## src/rtl/mtvm_pkg.sv

```systemverilog
// Shared types and constants for the multi-target value mapper
// Item structs, datapath command and status structs, fixed scale constants
// No dependencies
`default_nettype none

package mtvm_pkg;

    // fixed curve geometry and arithmetic widths
    localparam int CURVE_POINTS = 257;
    localparam int CRV_AW       = 9;
    localparam int FRAC_W       = 7;
    localparam int MAX_RESULTS  = 16;
    localparam int MUL_W        = 20;
    localparam int PROD_W       = 40;
    localparam int DIV_W        = 35;
    localparam int TERM_W       = DIV_W + 1;

    localparam logic [15:0] FULL_SCALE  = 16'd32768;
    localparam logic [15:0] OFFSET_ZERO = 16'd16384;
    localparam logic [10:0] GAIN_UNITY  = 11'd256;
    localparam logic [7:0]  SEG_STEPS   = 8'd128;
    localparam logic [14:0] SHIFT_BIAS  = 15'd32767;
    localparam logic [7:0]  GAIN_BIAS   = 8'd255;
    localparam logic [6:0]  FRAC_MAX    = 7'd127;

    // action codes
    localparam logic [1:0] ACT_SEND     = 2'd0;
    localparam logic [1:0] ACT_WR_CURVE = 2'd1;
    localparam logic [1:0] ACT_WR_SLOT  = 2'd2;

    // configuration register indexes
    localparam logic [1:0] CFG_GAIN   = 2'd0;
    localparam logic [1:0] CFG_QUANT  = 2'd1;
    localparam logic [1:0] CFG_OFFSET = 2'd2;

    typedef struct packed {
        logic [1:0]  action;
        logic [15:0] value;
        logic [8:0]  index;
        logic [15:0] point_value;
        logic [15:0] slot_min;
        logic [15:0] slot_max;
        logic [7:0]  slot_target;
        logic        slot_enable;
        logic [15:0] frame_offset;
    } t_in_item;

    typedef struct packed {
        logic [3:0]  slot_number;
        logic [7:0]  target_ctl;
        logic [15:0] mapped_value;
        logic [15:0] event_offset;
        logic        last;
    } t_out_item;

    // datapath operations issued by the controller
    typedef enum logic [4:0] {
        DP_NOP,
        DP_LOAD,
        DP_WR_CURVE,
        DP_WR_SLOT,
        DP_RD0,
        DP_RD1,
        DP_MUL1,
        DP_ACC,
        DP_SKIP,
        DP_GAIN,
        DP_GCLP,
        DP_QMUL,
        DP_QCLP,
        DP_RMUL,
        DP_SHR,
        DP_DSTART,
        DP_DIV,
        DP_FIN
    } t_dp_op;

    typedef struct packed {
        t_dp_op op;
        logic   crv_sel;
    } t_dp_cmd;

    typedef struct packed {
        logic cur_qual;
        logic slot_last;
        logic res_last;
        logic quant_on;
        logic div_last;
        logic out_free;
    } t_dp_status;

endpackage

`default_nettype wire

```

## src/rtl/mtvm_ctrl.sv

```systemverilog
// Controller state machine for the multi-target value mapper
// Sequences curve lookups, the per-slot arithmetic and the divider
// Depends on mtvm_pkg
`default_nettype none

module mtvm_ctrl
    import mtvm_pkg::*;
(
    input  wire logic       i_clk,
    input  wire logic       i_rst_n,
    input  wire logic       i_in_valid,
    input  wire logic [1:0] i_action,
    output logic            o_in_ready,
    output t_dp_cmd         o_cmd,
    input  wire t_dp_status i_status
);

    typedef enum logic [3:0] {
        S_IDLE,
        S_RD0,
        S_RD1,
        S_MUL1,
        S_ACC,
        S_SCAN,
        S_GAIN,
        S_GCLP,
        S_QMUL,
        S_QCLP,
        S_RMUL,
        S_SHR,
        S_DSTART,
        S_DIV,
        S_FIN
    } t_state;

    t_state r_state, n_state;
    logic   r_crv_sel, n_crv_sel;

    // next state and command decode
    always_comb begin
        n_state     = r_state;
        n_crv_sel   = r_crv_sel;
        o_cmd.op    = DP_NOP;
        o_cmd.crv_sel = r_crv_sel;
        unique case (r_state)
            S_IDLE: begin
                if (i_in_valid) begin
                    unique case (i_action)
                        ACT_SEND: begin
                            o_cmd.op  = DP_LOAD;
                            n_crv_sel = 1'b0;
                            n_state   = S_RD0;
                        end
                        ACT_WR_CURVE: o_cmd.op = DP_WR_CURVE;
                        ACT_WR_SLOT:  o_cmd.op = DP_WR_SLOT;
                        default:      o_cmd.op = DP_NOP;
                    endcase
                end
            end
            S_RD0: begin
                o_cmd.op = DP_RD0;
                n_state  = S_RD1;
            end
            S_RD1: begin
                o_cmd.op = DP_RD1;
                n_state  = S_MUL1;
            end
            S_MUL1: begin
                o_cmd.op = DP_MUL1;
                n_state  = S_ACC;
            end
            S_ACC: begin
                o_cmd.op = DP_ACC;
                if (!r_crv_sel) begin
                    n_crv_sel = 1'b1;
                    n_state   = S_RD0;
                end else begin
                    n_state = S_SCAN;
                end
            end
            S_SCAN: begin
                if (i_status.cur_qual) begin
                    n_state = S_GAIN;
                end else if (i_status.slot_last) begin
                    n_state = S_IDLE;
                end else begin
                    o_cmd.op = DP_SKIP;
                end
            end
            S_GAIN: begin
                o_cmd.op = DP_GAIN;
                n_state  = S_GCLP;
            end
            S_GCLP: begin
                o_cmd.op = DP_GCLP;
                n_state  = i_status.quant_on ? S_QMUL : S_RMUL;
            end
            S_QMUL: begin
                o_cmd.op = DP_QMUL;
                n_state  = S_QCLP;
            end
            S_QCLP: begin
                o_cmd.op = DP_QCLP;
                n_state  = S_RMUL;
            end
            S_RMUL: begin
                o_cmd.op = DP_RMUL;
                n_state  = i_status.quant_on ? S_DSTART : S_SHR;
            end
            S_SHR: begin
                o_cmd.op = DP_SHR;
                n_state  = S_FIN;
            end
            S_DSTART: begin
                o_cmd.op = DP_DSTART;
                n_state  = S_DIV;
            end
            S_DIV: begin
                o_cmd.op = DP_DIV;
                if (i_status.div_last) begin
                    n_state = S_FIN;
                end
            end
            S_FIN: begin
                // hold the finished value until the output register is free
                if (i_status.out_free) begin
                    o_cmd.op = DP_FIN;
                    n_state  = i_status.res_last ? S_IDLE : S_SCAN;
                end
            end
            default: n_state = S_IDLE;
        endcase
    end

    assign o_in_ready = (r_state == S_IDLE);

    // state register
    always_ff @(posedge i_clk) begin
        if (!i_rst_n) begin
            r_state   <= S_IDLE;
            r_crv_sel <= 1'b0;
        end else begin
            r_state   <= n_state;
            r_crv_sel <= n_crv_sel;
        end
    end

    // a send starts with the normal curve lookup
    a_send_start: assert property (@(posedge i_clk) disable iff (!i_rst_n)
        (o_in_ready && i_in_valid && i_action == ACT_SEND) |=>
        (r_state == S_RD0 && !r_crv_sel))
        else $error("send did not start with the normal curve lookup");

    // the divider only runs with quantization on
    a_div_quant: assert property (@(posedge i_clk) disable iff (!i_rst_n)
        (o_cmd.op == DP_DSTART) |-> i_status.quant_on)
        else $error("divider started without quantization");

    // divider iterations follow the divider start
    a_div_follow: assert property (@(posedge i_clk) disable iff (!i_rst_n)
        (o_cmd.op == DP_DSTART) |=> (o_cmd.op == DP_DIV))
        else $error("divider start not followed by iterations");

endmodule

`default_nettype wire

```

## config.mk

```make
export PLATFORM = sky130hd
export DESIGN_NAME = mtvm_ctrl
export DESIGN_NICKNAME = d
export VERILOG_FILES = /design/src/rtl/mtvm_pkg.sv /design/src/rtl/mtvm_ctrl.sv
export SDC_FILE = /design/constraint.sdc
export NUM_CORES = 1
export LEC_CHECK = 0
export BUFFER_PORTS_ARGS = -buffer_cell sky130_fd_sc_hd__buf_2
export CORE_AREA = 2 2 39 41
export CTS_BUF_LIST = sky130_fd_sc_hd__clkbuf_16
export DETAILED_ROUTE_END_ITERATION = 8
export DIE_AREA = 0 0 41 43
export GPL_TIMING_DRIVEN = 1
export HOLD_SLACK_MARGIN = 0.1
export PLACE_DENSITY = 0.65
export SYNTH_ARGS = -nofsm -noshare
export SYNTH_HDL_FRONTEND = slang
export SYNTH_SLANG_ARGS = --single-unit
```

## constraint.sdc

```tcl
create_clock -name i_clk -period 2 [get_ports i_clk]
set_clock_uncertainty 0.1 [all_clocks]
set_input_delay 0.3 -clock i_clk [delete_from_list [all_inputs] [get_ports i_clk]]
set_output_delay 0.3 -clock i_clk [all_outputs]
set_load 0.01 [all_outputs]
```

==> results_dict.tcl <==
set metrics [dict create \
    die_x_um 41 \
    cp_top_family "simple AND/OR/NAND/NOR gates" \
    track_usage 0.1765 \
    vias 567 \
    drtIter0Drc 13 \
    stdcell_count 102 \
    cp.arrival_ps 1560 \
    initial_core_util 0.3779 \
    period_share 0.9778 \
    yosys_warnings 0 \
    antenna_found_initial 0 \
    crit-reg2reg-capture "r_state[0]$_SDFFE_PN0P_" \
    worstPathRequired_ps 1600 \
    ir_drop_mv 0.3028 \
    layout_common_cells "17 x buf_2, 11 x nand2_1, 5 x dfxtp_1" \
    grt_pass1_vias 497 \
    drtAntennaViolNets 0 \
    die-area_um2 1763 \
    fin_util 0.4882 \
    cts.htree.levels 1 \
    synth_area_per_cell_um2 7.580 \
    fmax_mhz 511.3 \
    worst_pin_slew_ps 471.2 \
    crit_fanout 14 \
    synth_largest_area_cell "dfxtp_1" \
    fill_cells 137 \
    place_area_um2 596.8 \
    fin_tns_setup_ps 0 \
    firstDrtPassIters 4 \
    grt_max_degree 16 \
    final-hold-violation-count 0 \
    place_ws_ps 290.2 \
    syn_to_final_growth_pct 29.19 \
    cts_resized 0 \
    crit_end "o_cmd[4]" \
    rsz0062_at_grt "no" \
    final_common_cell "buf_2" \
    drv_slew 0 \
    clkTransAtPathRegs_ps 40 \
    synth_area_um2 523.0 \
    num_rows 14 \
    r2r-start "r_state[3]$_SDFFE_PN0P_" \
    synthCells 69 \
    maxCapViolations 0 \
    n_antenna_cell 0 \
    io_pins 18 \
    total_power_mw 0.4993 \
    synth_edf_count 0 \
    status "finished, final reports clean" \
    setup_slack_ps 44.33 \
    min_path_type "primary input to flip-flop" \
    critical_path.max_stage_delay_ps 610 \
    setup_viol 0 \
    gp_congestion 0.8511 \
    yosys.area.top_type_share 0.1914 \
    relSlewSlack 0.6829 \
    drive_above_1_share 0.3256 \
    hold_depth 2 \
    p_per_area_nw_per_um2 738.9 \
    end_kind "output pin" \
    synth_nets 81 \
    totalWireLength_um 1309 \
    drc 0 \
    cts_setup_buffers 0 \
    cts_tree "built" \
    fin_nets 99 \
    async_flop_share 0 \
    synthFlopType "dfxtp_1" \
    cts_root_buffer "clkbuf_16" \
    grt_overflow 0 \
    die_h_um 43 \
    coreArea_um2 1384 \
    ys_types 35 \
    synth_seq_area_share 0.1914 \
    grt_pass1_wl_um 2104 \
    cp_num_cells 3 \
    startpoint "r_state[3]$_SDFFE_PN0P_" \
    insertion_delay_ps 230 \
    cts.sinks 5 \
    worstPathCellList "or4_4 -> o211ai_1 -> buf_2" \
    critPathSlowestCell "or4_4" \
    hold_buffers 0 \
    cts_buffer_depth 2 \
    period_minus_slack_ps 1956 \
    path_class "flip-flop to output pin" \
    via_per_inst 5.559 \
    total_leakage_power_nw 0.2882 \
    startpoint_type "flip-flop" \
    hpwl_um 945.3 \
    avgRoutedWirePerCell_um 12.83 \
    worstRegToRegCells 5 \
    final_cell_area_um2 675.6 \
    io_buffer_count 17 \
    path_buf_inv 1 \
    numPlacedInstances 98 \
    synth_seq_cells 5 \
    ys_top_cells_by_area "dfxtp_1 19%, nand2_1 7.9%, buf_6 6.5%" \
    cts_buffers 3 \
    regToRegSetupSlack_ps 260 \
    fin_hold_ws_ps 237.6 \
]
[flip-flops by register name (all words and copies together) (netlist names)]
register   count
r_state        4
r_crv_sel      1
[power breakdown]
group          internal (mW)  switching (mW)  total [mW]  leakage, nW
clock network          0.260          0.0734       0.333       0.0423
registers              0.102         0.00317       0.105       0.0404
logic                 0.0300          0.0310      0.0610        0.205
total                  0.392           0.108       0.499        0.288
[worst register-to-register path: stages, from the launching register on]
cell      delay, ps
dfxtp_1         440
nor4_1          520
nand2_1         130
nand4_2         150
a311oi_1         60
o21a_1          210
[worst min path at each step]
stage                  from                      end  slack (ps)
floorplan           i_rst_n  r_state[0]$_SDFFE_PN0P_         320
global placement    i_rst_n  r_state[0]$_SDFFE_PN0P_         470
detailed placement  i_rst_n   r_crv_sel$_SDFFE_PN0P_         480
CTS                 i_rst_n   r_crv_sel$_SDFFE_PN0P_         240
global route        i_rst_n   r_crv_sel$_SDFFE_PN0P_         250
finish              i_rst_n   r_crv_sel$_SDFFE_PN0P_         240
[cell type report]
type	count	area (um^2)	area share
Clock buffer	3	75.07	0.1111
Clock inverter	1	3.754	0.005556
Inverter	3	11.26	0.01667
Multi-Input combinational cell	54	357.8	0.5296
Sequential cell	5	100.1	0.1481
Tap cell	16	20.02	0.02963
Timing Repair Buffer	20	107.6	0.1593
[synthesized netlist by cell type (2+ instances only)]
master / count
buf_6: 3
a21oi_1: 2
nor2b_1: 2
o21a_1: 3
inv_1: 3
o31ai_1: 2
nand2_1: 11
nor2_1: 4
nand2b_1: 2
mux2_2: 2
nand3_1: 4
clkbuf_1: 2
dfxtp_1: 5
a211oi_1: 2
o22ai_1: 2
[per-layer routing]
metal  global-route usage  wire, um  vias up
met5                    0         0        -
met4               0.1000        35        0
met3              0.04712        64        4
met2               0.2531       662       15
met1               0.2276       547      260
li1                     -         -      288
[cell families after synthesis]
logic type	share of synthesized area
AND/OR/NAND/NOR	0.3134
multiplexers	0.06220
flip-flops	0.1914
buffers and inverters	0.1244
adder cells (fa/ha/maj)	0.02392
XOR/XNOR	0.01675
AO/OA/AOI/OAI	0.2679
Power figures use the tool's default switching activity.
